### src/hdl/ofd_pkg.sv
// Shared types, constants and register codes of the optical frame deframer.
package ofd_pkg;

	// Frame geometry
	localparam int FRAME_SAMPLES = 1024;
	localparam int FRAME_BYTES   = FRAME_SAMPLES / 16;
	localparam int CNT_W         = $clog2(FRAME_SAMPLES);
	localparam int IDX_W         = CNT_W - 4;

	// Field widths
	localparam int SAMPLE_W     = 10;
	localparam int THR_W        = SAMPLE_W + 1;
	localparam int BYTE_W       = 8;
	localparam int BYTE_INDEX_W = 6;
	localparam int STATUS_W     = 2;
	localparam int CFG_INDEX_W  = 2;
	localparam int CFG_DATA_W   = 10;

	// Configuration register indexes
	localparam logic [CFG_INDEX_W-1:0] REG_AMBIENT = 2'd0;
	localparam logic [CFG_INDEX_W-1:0] REG_MARGIN  = 2'd1;
	localparam logic [CFG_INDEX_W-1:0] REG_STATION = 2'd2;

	// Configuration reset values
	localparam logic [SAMPLE_W-1:0] AMBIENT_RESET = 10'd0;
	localparam logic [SAMPLE_W-1:0] MARGIN_RESET  = 10'd100;
	localparam logic [BYTE_W-1:0]   STATION_RESET = 8'd1;

	// Frame status codes
	localparam logic [STATUS_W-1:0] STATUS_OK        = 2'd0;
	localparam logic [STATUS_W-1:0] STATUS_PREAMBLE  = 2'd1;
	localparam logic [STATUS_W-1:0] STATUS_OTHER_DST = 2'd2;

	// Header layout
	localparam logic [BYTE_W-1:0] PREAMBLE_BYTE  = 8'h0F;
	localparam logic [3:0]        BIT_PHASE_LAST = 4'd14;
	localparam logic [IDX_W-1:0]  IDX_PREAMBLE_END = IDX_W'(2);
	localparam logic [IDX_W-1:0]  IDX_LENGTH       = IDX_W'(4);
	localparam logic [IDX_W-1:0]  IDX_DEST         = IDX_W'(5);
	localparam logic [IDX_W-1:0]  IDX_SOURCE       = IDX_W'(6);
	localparam logic [IDX_W-1:0]  IDX_FINAL        = IDX_W'(FRAME_BYTES - 1);
	localparam logic [CNT_W-1:0]  CNT_FINAL        = CNT_W'(FRAME_SAMPLES - 1);

	typedef struct packed {
		logic [SAMPLE_W-1:0] ambient_level;
		logic [SAMPLE_W-1:0] threshold_margin;
		logic [BYTE_W-1:0]   station_address;
	} ofd_cfg_t;

	typedef struct packed {
		logic [BYTE_W-1:0]       byte_value;
		logic [BYTE_INDEX_W-1:0] byte_index;
		logic [STATUS_W-1:0]     frame_status;
		logic [BYTE_W-1:0]       frame_length;
		logic [BYTE_W-1:0]       destination;
		logic [BYTE_W-1:0]       origin_address;
		logic                    last;
	} ofd_result_t;

endpackage

### src/hdl/ofd_cfg_regs.sv
// Configuration register bank of the optical frame deframer.
module ofd_cfg_regs (
	input  logic                              clk,
	input  logic                              arst_n,
	input  logic                              wr_en,
	input  logic [ofd_pkg::CFG_INDEX_W-1:0]   wr_index,
	input  logic [ofd_pkg::CFG_DATA_W-1:0]    wr_data,
	output ofd_pkg::ofd_cfg_t                 cfg
);

	ofd_pkg::ofd_cfg_t cfg_q;

	// Write the addressed register; drop writes beyond the list
	always_ff @(posedge clk or negedge arst_n) begin
		if (!arst_n) begin
			cfg_q.ambient_level    <= ofd_pkg::AMBIENT_RESET;
			cfg_q.threshold_margin <= ofd_pkg::MARGIN_RESET;
			cfg_q.station_address  <= ofd_pkg::STATION_RESET;
		end else if (wr_en) begin
			case (wr_index)
				ofd_pkg::REG_AMBIENT: begin
					cfg_q.ambient_level <= wr_data[ofd_pkg::SAMPLE_W-1:0];
				end
				ofd_pkg::REG_MARGIN: begin
					cfg_q.threshold_margin <= wr_data[ofd_pkg::SAMPLE_W-1:0];
				end
				ofd_pkg::REG_STATION: begin
					cfg_q.station_address <= wr_data[ofd_pkg::BYTE_W-1:0];
				end
				default: begin
				end
			endcase
		end
	end

	assign cfg = cfg_q;

endmodule

### src/hdl/ofd_core.sv
// Input register, frame state and byte decode of the optical frame deframer.
module ofd_core (
	input  logic                            clk,
	input  logic                            arst_n,
	input  ofd_pkg::ofd_cfg_t               cfg,
	input  logic                            in_valid,
	input  logic [ofd_pkg::SAMPLE_W-1:0]    sample,
	input  logic                            out_block,
	output logic                            in_stall,
	output logic                            res_valid,
	output ofd_pkg::ofd_result_t            res
);

	logic                          valid_s1;
	logic [ofd_pkg::SAMPLE_W-1:0]  sample_s1;

	logic                          receiving_q;
	logic [ofd_pkg::CNT_W-1:0]     count_q;
	logic [ofd_pkg::BYTE_W-1:0]    shift_q;
	logic                          pre_bad_q;
	logic [ofd_pkg::BYTE_W-1:0]    length_q;
	logic [ofd_pkg::BYTE_W-1:0]    dest_q;
	logic [ofd_pkg::BYTE_W-1:0]    source_q;

	logic [ofd_pkg::THR_W-1:0]     thr;
	logic [ofd_pkg::THR_W-1:0]     s_ext;
	logic                          start_hit;
	logic                          bit_val;
	logic                          even;
	logic                          byte_done;
	logic [ofd_pkg::BYTE_W-1:0]    shift_next;
	logic [ofd_pkg::IDX_W-1:0]     idx;
	logic                          is_final;
	logic                          advance;
	logic                          byte_out;

	// Threshold compare without wrap
	assign thr       = {1'b0, cfg.ambient_level} + {1'b0, cfg.threshold_margin};
	assign s_ext     = {1'b0, sample_s1};
	assign start_hit = (s_ext >= thr);
	assign bit_val   = !(s_ext > thr);

	// Bit position within the frame
	assign even       = !count_q[0];
	assign byte_done  = even && (count_q[3:0] == ofd_pkg::BIT_PHASE_LAST);
	assign shift_next = {shift_q[ofd_pkg::BYTE_W-2:0], bit_val};
	assign idx        = count_q[ofd_pkg::CNT_W-1:4];
	assign is_final   = (idx == ofd_pkg::IDX_FINAL);

	// Hold the input register only when a byte cannot reach the output register
	assign byte_out  = valid_s1 && receiving_q && byte_done;
	assign in_stall  = byte_out && out_block;
	assign advance   = valid_s1 && !in_stall;
	assign res_valid = byte_out && !out_block;

	// Input register
	always_ff @(posedge clk or negedge arst_n) begin
		if (!arst_n) begin
			valid_s1 <= 1'b0;
		end else if (!in_stall) begin
			valid_s1 <= in_valid;
		end
	end

	always_ff @(posedge clk) begin
		if (!in_stall && in_valid) begin
			sample_s1 <= sample;
		end
	end

	// Frame state: wait for start, then shift in bits and capture the header
	always_ff @(posedge clk or negedge arst_n) begin
		if (!arst_n) begin
			receiving_q <= 1'b0;
			count_q     <= '0;
			shift_q     <= '0;
			pre_bad_q   <= 1'b0;
			length_q    <= '0;
			dest_q      <= '0;
			source_q    <= '0;
		end else if (advance) begin
			if (!receiving_q) begin
				if (start_hit) begin
					receiving_q <= 1'b1;
					count_q     <= '0;
					shift_q     <= '0;
					pre_bad_q   <= 1'b0;
					length_q    <= '0;
					dest_q      <= '0;
					source_q    <= '0;
				end
			end else begin
				if (even) begin
					shift_q <= shift_next;
				end
				if (byte_done) begin
					if (idx <= ofd_pkg::IDX_PREAMBLE_END
						&& shift_next != ofd_pkg::PREAMBLE_BYTE) begin
						pre_bad_q <= 1'b1;
					end else if (idx == ofd_pkg::IDX_LENGTH) begin
						length_q <= shift_next;
					end else if (idx == ofd_pkg::IDX_DEST) begin
						dest_q <= shift_next;
					end else if (idx == ofd_pkg::IDX_SOURCE) begin
						source_q <= shift_next;
					end
				end
				// End the frame after the last sample
				if (count_q == ofd_pkg::CNT_FINAL) begin
					receiving_q <= 1'b0;
					count_q     <= '0;
				end else begin
					count_q <= count_q + ofd_pkg::CNT_W'(1);
				end
			end
		end
	end

	// Result item; header fields only on the final byte
	always_comb begin
		res                = '0;
		res.byte_value     = shift_next;
		res.byte_index     = ofd_pkg::BYTE_INDEX_W'(idx);
		if (is_final) begin
			res.last           = 1'b1;
			res.frame_length   = length_q;
			res.destination    = dest_q;
			res.origin_address = source_q;
			if (pre_bad_q) begin
				res.frame_status = ofd_pkg::STATUS_PREAMBLE;
			end else if (dest_q != cfg.station_address) begin
				res.frame_status = ofd_pkg::STATUS_OTHER_DST;
			end else begin
				res.frame_status = ofd_pkg::STATUS_OK;
			end
		end
	end

endmodule

### src/hdl/optical_frame_deframer.sv
// Optical frame deframer: sample in, decoded frame bytes out.
//
// Usage. Light-sensor samples enter on in_valid/in_stall with the sample
// field; decoded bytes leave on out_valid/out_stall with byte_value,
// byte_index and, on the item with last set, frame_status, frame_length,
// destination and origin_address. Configuration registers (ambient level,
// threshold margin, station address) are written on cfg_valid/cfg_ready
// with cfg_index and cfg_data; cfg_ready is always high.
// Path: a byte item goes from the input register through the compare and
// shift into the output register, and waits in the input register while
// a held output item is stalled. Throughput: one sample per cycle while
// in_stall is low; the compare and shift between the registers are combinational.
// Reset: configuration returns to its defaults and the block waits idle for
// a start sample; no item is held.
// Stall: the output register keeps its item while out_stall is high; samples
// that complete no byte keep flowing, and in_stall rises only when a finished
// byte meets an occupied, stalled output register.
module optical_frame_deframer (
	input  logic                               clk,
	input  logic                               arst_n,
	input  logic                               in_valid,
	output logic                               in_stall,
	input  logic [ofd_pkg::SAMPLE_W-1:0]       sample,
	output logic                               out_valid,
	input  logic                               out_stall,
	output logic [ofd_pkg::BYTE_W-1:0]         byte_value,
	output logic [ofd_pkg::BYTE_INDEX_W-1:0]   byte_index,
	output logic [ofd_pkg::STATUS_W-1:0]       frame_status,
	output logic [ofd_pkg::BYTE_W-1:0]         frame_length,
	output logic [ofd_pkg::BYTE_W-1:0]         destination,
	output logic [ofd_pkg::BYTE_W-1:0]         origin_address,
	output logic                               last,
	input  logic                               cfg_valid,
	output logic                               cfg_ready,
	input  logic [ofd_pkg::CFG_INDEX_W-1:0]    cfg_index,
	input  logic [ofd_pkg::CFG_DATA_W-1:0]     cfg_data
);

	ofd_pkg::ofd_cfg_t     cfg;
	ofd_pkg::ofd_result_t  res;
	ofd_pkg::ofd_result_t  out_q;
	logic                  res_valid;
	logic                  out_valid_q;
	logic                  out_block;

	assign cfg_ready = 1'b1;

	ofd_cfg_regs u_cfg (
		.clk      (clk),
		.arst_n   (arst_n),
		.wr_en    (cfg_valid && cfg_ready),
		.wr_index (cfg_index),
		.wr_data  (cfg_data),
		.cfg      (cfg)
	);

	ofd_core u_core (
		.clk       (clk),
		.arst_n    (arst_n),
		.cfg       (cfg),
		.in_valid  (in_valid),
		.sample    (sample),
		.out_block (out_block),
		.in_stall  (in_stall),
		.res_valid (res_valid),
		.res       (res)
	);

	assign out_block = out_valid_q && out_stall;

	// Output register: load a new item, drop a taken one, hold when stalled
	always_ff @(posedge clk or negedge arst_n) begin
		if (!arst_n) begin
			out_valid_q <= 1'b0;
		end else if (res_valid) begin
			out_valid_q <= 1'b1;
		end else if (!out_stall) begin
			out_valid_q <= 1'b0;
		end
	end

	always_ff @(posedge clk) begin
		if (res_valid) begin
			out_q <= res;
		end
	end

	assign out_valid      = out_valid_q;
	assign byte_value     = out_q.byte_value;
	assign byte_index     = out_q.byte_index;
	assign frame_status   = out_q.frame_status;
	assign frame_length   = out_q.frame_length;
	assign destination    = out_q.destination;
	assign origin_address = out_q.origin_address;
	assign last           = out_q.last;

	// Input backpressure only comes from a held output item
	assert property (@(posedge clk) disable iff (!arst_n)
		in_stall |-> (out_valid && out_stall))
		else $error("input stalled without a held output item");

	// The final byte carries the final index
	assert property (@(posedge clk) disable iff (!arst_n)
		(out_valid && last) |->
			(byte_index == ofd_pkg::BYTE_INDEX_W'(ofd_pkg::FRAME_BYTES - 1)))
		else $error("last flagged on a byte that is not the final one");

	// Header fields stay clear on bytes other than the final one
	assert property (@(posedge clk) disable iff (!arst_n)
		(out_valid && !last) |->
			(frame_status == ofd_pkg::STATUS_OK && frame_length == '0
			&& destination == '0 && origin_address == '0))
		else $error("header fields set on a byte that is not the final one");

	// A new result never overwrites a held item
	assert property (@(posedge clk) disable iff (!arst_n)
		(out_valid && out_stall) |=> (out_valid && $stable(byte_index)))
		else $error("held output item lost or replaced");

endmodule

### config.mk
export PLATFORM = sky130hd
export DESIGN_NAME = optical_frame_deframer
export DESIGN_NICKNAME = d
export VERILOG_FILES = /design/src/hdl/ofd_pkg.sv /design/src/hdl/ofd_cfg_regs.sv /design/src/hdl/ofd_core.sv /design/src/hdl/optical_frame_deframer.sv
export SDC_FILE = /design/constraint.sdc
export NUM_CORES = 1
export LEC_CHECK = 0
export ABC_AREA = 0
export BUFFER_PORTS_ARGS = -buffer_cell sky130_fd_sc_hd__clkbuf_2
export CAP_MARGIN = 20
export CORE_UTILIZATION = 45
export CTS_CLUSTER_SIZE = 8
export DETAILED_ROUTE_END_ITERATION = 6
export GPL_TIMING_DRIVEN = 0
export SKIP_CTS_REPAIR_TIMING = 1
export SYNTH_ARGS = -nofsm -noshare
export SYNTH_HDL_FRONTEND = slang
export SYNTH_SLANG_ARGS = --single-unit
export TNS_END_PERCENT = 30
### constraint.sdc
create_clock -name clk -period 5.1 [get_ports clk]
set_input_delay 0.255 -clock clk [delete_from_list [all_inputs] [get_ports clk]]
set_output_delay 0.255 -clock clk [all_outputs]
set_load 0.03 [all_outputs]
=== Yosys cells after proc, flatten, opt, wreduce, memory -nomap -nowiden ===
Index checks and enable logic that the tools add are counted.

* Bits of input ports: 27
* Register bits: 124
* Output and inout port bits: 44
* Logic and storage cells: 105

* Reductions and logical operators: 25
* Multiplexer cells: 33
* Equality and inequality tests: 20
* $add $sub $neg: 2
* Bitwise logic cells: 1
* Magnitude comparators: 3

{| class="wikitable"
|+ Operators by type and width
! kind !! count
|-
| $mux W8 || 16
|-
| $mux W10 || 3
|-
| $eq A6 B3 Y1 const B || 3
|-
| $ne A2 B2 Y1 const B || 9
|-
| $mux W7 || 2
|-
| $add A10 B10 Y11 || 1
|-
| $ge A10 B11 Y1 || 1
|-
| $gt A10 B11 Y1 || 1
|-
| $mux W1 || 11
|-
| $add A10 B1 Y10 const B || 1
|-
| $eq A10 B10 Y1 const B || 1
|-
| $logic_and A1 B1 Y1 || 9
|-
| $ne A8 B4 Y1 const B || 1
|-
| $ne A8 B8 Y1 || 1
|-
| $reduce_and A2 Y1 || 4
|-
| $reduce_and A7 Y1 || 1
|-
| $eq A6 B6 Y1 const B || 1
|-
| $le A6 B2 Y1 const B || 1
|-
| $reduce_and A6 Y1 || 1
|-
| $reduce_and A5 Y1 || 1
|-
| $eq A4 B4 Y1 const B || 1
|-
| $logic_not A1 Y1 || 4
|-
| $reduce_and A4 Y1 || 1
|-
| $reduce_and A3 Y1 || 1
|-
| 8 further kinds || 8
|}

=== Logic depth before layout (Yosys ltp) ===
* Word-level depth: 9
* Mapped depth: 17

=== Cells and area by module ===
From an unflattened synthesis, not the netlist that was laid out.

* Cells, all modules: 434
* Area, all modules: 5791.8 um^2

{| class="wikitable"
|+ By module, submodules not included
! module !! cells each !! area an instance (um^2) !! times used !! seq. area each (um^2)
|-
| ofd_core || 327 || 3435.8 || 1 || 1401.3
|-
| optical_frame_deframer || 46 || 1281.2 || 1 || 1256.2
|-
| ofd_cfg_regs || 61 || 1074.8 || 1 || 705.7
|}

=== Least setup slack after synthesis ===
OpenSTA, ideal clock, no wires.

* Path kind: register to register
* Start point: register u_cfg.cfg_q (netlist bit u_cfg.cfg[9])
* End point: register u_core.length_q[0] (netlist bit)
* Library setup time: 125 ps
* Arrival: 3638 ps
* Setup slack: 1337 ps
* Stages on the path, launching flop included: 18
* Cells stage by stage: dfrtp_1 > ha_1 > a21o_1 > a21oi_1 > o21bai_1 > a2111oi_0 > o31ai_1 > a21oi_1 > xor2_1 > ha_1 > nand3_1 > nor2_1 > nand4_1 > nand3_1 > and3_4 > o221a_1 > buf_6 > mux2_4

* Word-level cells in the longest chain between the ends: 7
* Elaborated cells between the ends (all ways): 13
* Those cells by class: 1 x add/sub; 2 x order compare; 2 x eq/ne; 4 x mux; 4 x reduce/logical

{| class="wikitable"
|+ RTL lines
! element !! line !! RTL
|-
| from (decl) || ofd_cfg_regs.sv:11 || <nowiki>ofd_pkg::ofd_cfg_t cfg_q;</nowiki>
|-
| $add A10 B10 Y11 * || ofd_core.sv:38 || <nowiki>assign thr = {1'b0, cfg.ambient_level} + {1'b0, cfg.threshold_margin};</nowiki>
|-
| $gt A10 B11 Y1 || ofd_core.sv:41 || <nowiki>assign bit_val = !(s_ext > thr);</nowiki>
|-
| $logic_not A1 Y1 || ofd_core.sv:41 ||
|-
| $ne A8 B4 Y1 / $mux W8 (equally long branches) || ofd_core.sv:98, ofd_core.sv:100 ||
|-
| $logic_and A1 B1 Y1 / $mux W8 (equally long branches) || ofd_core.sv:98, ofd_core.sv:97 ||
|-
| $ne A2 B2 Y1 (no line) / $mux W8 (equally long branches) || n/a ||
|-
| $reduce_and A5 Y1 (no line) / $mux W8 (equally long branches) || n/a ||
|-
| to (signal assigned) || ofd_core.sv:101 || <nowiki>length_q <= shift_next;</nowiki>
|-
| to (decl) || ofd_core.sv:21 || <nowiki>logic [ofd_pkg::BYTE_W-1:0] length_q;</nowiki>
|}

Every way passes the cells marked *; elsewhere a longest branch is shown, timed or not. The select of a mux whose other input is x is not followed.
A chain may end at the register's enable or synchronous reset.

=== Final worst setup path ===
* Start point: register u_cfg.cfg_q (netlist bit u_cfg.cfg[9])
* End point: register u_core.source_q[2] (netlist bit)

* Word-level cells in the longest chain between the ends: 7
* Elaborated cells between the ends (all ways): 9
* Those cells by class: 1 x add/sub; 2 x order compare; 2 x eq/ne; 4 x reduce/logical

{| class="wikitable"
|+ RTL lines
! element !! line !! RTL
|-
| $add A10 B10 Y11 * || ofd_core.sv:38 ||
|-
| $gt A10 B11 Y1 || ofd_core.sv:41 ||
|-
| $logic_not A1 Y1 || ofd_core.sv:41 ||
|-
| $ne A8 B4 Y1 || ofd_core.sv:98 || <nowiki>&& shift_next != ofd_pkg::PREAMBLE_BYTE) begin</nowiki>
|-
| $logic_and A1 B1 Y1 || ofd_core.sv:98 ||
|-
| $ne A2 B2 Y1 (no line) || n/a ||
|-
| $reduce_and A7 Y1 (no line) * || n/a ||
|-
| to (signal assigned) || ofd_core.sv:105 || <nowiki>source_q <= shift_next;</nowiki>
|-
| to (decl) || ofd_core.sv:23 || <nowiki>logic [ofd_pkg::BYTE_W-1:0] source_q;</nowiki>
|}

Every way passes the cells marked *; elsewhere a longest branch is shown, timed or not.

==> results.cfg <==
[pwr]
p_leak_nw = 2.98
internal-power_mw = 2.36
vdd_ir_drop_max_uv = 234
p_per_area_mw_per_mm2 = 507
p_switching_mw = 1.08
clockPowerShare_pct = 31.7
seqPwrFrac_pct = 41.4
comb_power_share_pct = 26.9
p_total_mw = 3.43
p_sw_share_pct = 31.4

[die]
boundaryPins = 71
coreArea_mm2 = 0.0121
dieWidth_um = 113
initial_core_util_pct = 46.4
num_rows = 40
dieArea_mm2 = 0.0129
die_h_um = 113

[worst_hold_path]
hold_path_class = in2reg
worstHoldStart = sample[8]
holdPathStages = 1
min_to = u_core.sample_s1[8]

[detailed_routing]
drtAntennaViolNets = 0
drt_iter0_drc = 150
drt_first_pass_iters = 4
wl_um = 10300
viasPerCell = 5.11
via_count = 3483
wl_per_cell_um = 15.1
drc = 0

[cells_and_area]
drive_above_1_share_pct = 31.1
fin_util_pct = 56.2
finalNetCount = 551
antennaDiodeCount = 0
fillers = 994
design_area_mm2 = 0.00678
syn2layout_area_growth_pct = 21.2

[placement]
dpl_cell_area_mm2 = 0.00621
portBuffers = 69
dpl.hpwl_um = 7490
gp_congestion = 0.813

[sta]
setup_viol = 0
tns_ns = 0
maxSlewHeadroom_pct = 32.3
hold_violations = 0
min_period_ns = 4.33
clock_skew_ns = 0.00547
grt_setup_unrepaired = no
max_freq_mhz = 231
finalMaxSlewViolations = 0
min_period_over_period_pct = 84.8
worst-slew-pin-transition_ns = 1.01

[critical_path]
crit_type = reg2reg
crit_chain = ha_1, a21o_1, a21oi_1, o21bai_1, a2111oi_0, o31ai_1, a21oi_1, xor2_1, ha_1, nand3_1, nor2_1, nand4_1, nand3_1, a21oi_1, or2_2, buf_2, a22o_1
start_kind = register
crit_top_cell = a21oi_1
crit_fanout = 8
critical_path_required_ns = 5.40
r2r-end = u_core.source_q[2]
cp.arrival_ns = 4.63
max_stage_delay_ns = 0.71
worstReg2RegStart = u_cfg.cfg[9]
cp_slowest_cell = a2111oi_0
end_kind = register
rr_worst_depth = 17
r2r_slack_ns = 0.77

[grt]
antenna_found_initial = 0
overflow = 0
grt_util_all_layers_pct = 18.1
grt_pass1_vias = 3542
grt_pass1_wl_um = 17700
grt_max_degree = 55

[cts]
cts_buffers = 17
clk_latency_ns = 0.41
root_buffer = clkbuf_16
path_clk_slew_ns = 0.05
clockBufferDepth = 2
h-tree-depth = 4
cts_tree = yes
cts_sinks = 124

[synth]
synthFlopType = dfrtp_1
ys_types = 57
synth_enable_flop_cells = 51
synthArstFlopShare_pct = 58.9
syn-cell-area_mm2 = 0.00559
synthCells = 408
synth_area_per_cell_um2 = 13.7
synth-seq-cells = 124
synth_fp_nets = 458
synth_fa_ha_area_share_pct = 5.28
ys_warn_count = 0
synth-compound-area-share_pct = 10.4
synth_simple_gate_area_share_pct = 10.8
synthXorXnorAreaFrac_pct = 2.35
synth_top_family_by_area = simple AND/OR/NAND/NOR gates
muxShareOfSynthArea_pct = 9.57
yosysSeqAreaShare_pct = 60.1

[status]
status = complete, no violations

[job]
cap_violations = 0
## Yosys cell counts (all sizes together) (7+ instances only)
library cell  number  area [µm²]
inv                8        30.0
a21o               8        60.1
xor2              11        96.3
a21oi             19        98.9
nor2              12        45.0
a22o              16         140
edfxtp            51        1530
mux2              44         526
o31ai              8        60.1
ha                22         275
and2              32         200
nand3             12        65.1
dfrtp             69        1730
nand2             16        60.1
o21ai              7        35.0
## power groups by stage
stage / clock [mW] / sequential (mW) / combinational, mW
finish: 1.09 / 1.42 / 0.925
detailed placement: 0 / 1.44 / 0.928
global placement: 0 / 1.43 / 0.892
global route: 1.16 / 1.45 / 1.04
floorplan: 0 / 1.43 / 0.680
CTS: 1.11 / 1.42 / 0.933
## kinds of logic (layout without fill, tap and decap cells)
group | count (synthesis) | after routing
flops | 124 | 124
xor+xnor | 15 | 15
simple gates | 106 | 106
buf+inv | 18 | 124
fa+ha+maj | 23 | 23
other cells | 1 | 1
mux | 45 | 45
compound gates | 76 | 76
## stage by stage
| stage | setup WS (ns) | instances | hold slack [ns] |
|---|---|---|---|
| final | 0.774 | 682 | 0.0137 |
| after global routing | 0.358 | 682 | 0.00368 |
| after CTS | 0.780 | 679 | -0.235 |
| after detailed placement | 0.823 | 647 | 0.202 |
| after global placement | 0.862 | 645 | 0.429 |
| after floorplan | 1.34 | 408 | -0.0406 |
## cell type report
type	count	area, µm²	share of cell area [%]
flip-flops and latches	124	3360	49.6
multi-input cells	266	2160	31.9
clock buffers	23	468	6.90
repair buffers	74	425	6.28
well taps	168	210	3.10
clock inverters	9	70.1	1.03
plain buffers	10	51.3	0.757
inverters	8	30.0	0.443
## state kept, by name (all words and copies together), names as in the netlist, 2 cells and up
register and flops:
byte_index 6, byte_value 8, destination 8, frame_length 8, frame_status 2, origin_address 8
u_cfg.cfg 28, u_core.count_q 10, u_core.dest_q 8, u_core.length_q 8, u_core.sample_s1 10, u_core.shift_q 7
u_core.source_q 8
## layout by cell type, fill, tap and decap left out, types with 3 or more instances in the layout
cell type	netlist	layout
edfxtp_1	51	51
clkbuf_16	0	17
dfstp_2	4	4
nand3_1	11	11
mux2_2	36	36
inv_1	7	7
or2_2	3	3
o31ai_1	8	8
clkbuf_2	0	68
mux2_4	8	8
nand3b_1	3	3
clkinv_1	0	4
a21oi_1	18	17
nor2_1	12	12
nor3_1	3	3
clkbuf_1	5	9
o21bai_1	3	3
nor4_1	4	4
and2_1	32	32
dlygate4sd3_1	0	3
nand4_1	5	5
a21o_1	8	8
xor2_1	11	11
a211oi_1	3	3
xnor2_1	4	4
nor2b_1	5	5
dfrtp_1	69	69
ha_1	22	22
nand2b_1	3	3
nand2_1	16	16
o21ai_0	7	7
a22o_1	16	16
## worst max-delay path: cells and delay by family (launching register included)
kind	cells	cell delay, ns
simple gates	5	0.90
xor+xnor	1	0.10
flops	1	0.41
compound gates	8	2.01
fa+ha+maj	2	0.61
buf+inv	1	0.17
## routing by layer
layer  GRT usage (%)  part of all wire (%)  vias to the layer above
met5               0                     0                        -
met4            8.42                   2.0                        0
met3            4.68                   3.9                       18
met2            28.1                    46                       82
met1            23.9                    48                     1677
li1                -                     -                     1706
## worst max-delay path by stage
stage                         end    startpoint
6_report       u_core.source_q[2]  u_cfg.cfg[9]
4_1_cts        u_core.source_q[2]  u_cfg.cfg[9]
3_3_place_gp   u_core.source_q[5]  u_cfg.cfg[9]
2_1_floorplan  u_core.length_q[0]  u_cfg.cfg[9]
5_1_grt        u_core.source_q[3]  u_cfg.cfg[9]
3_5_place_dp   u_core.source_q[1]  u_cfg.cfg[9]
Note: power is estimated with default switching activity, not from simulation.
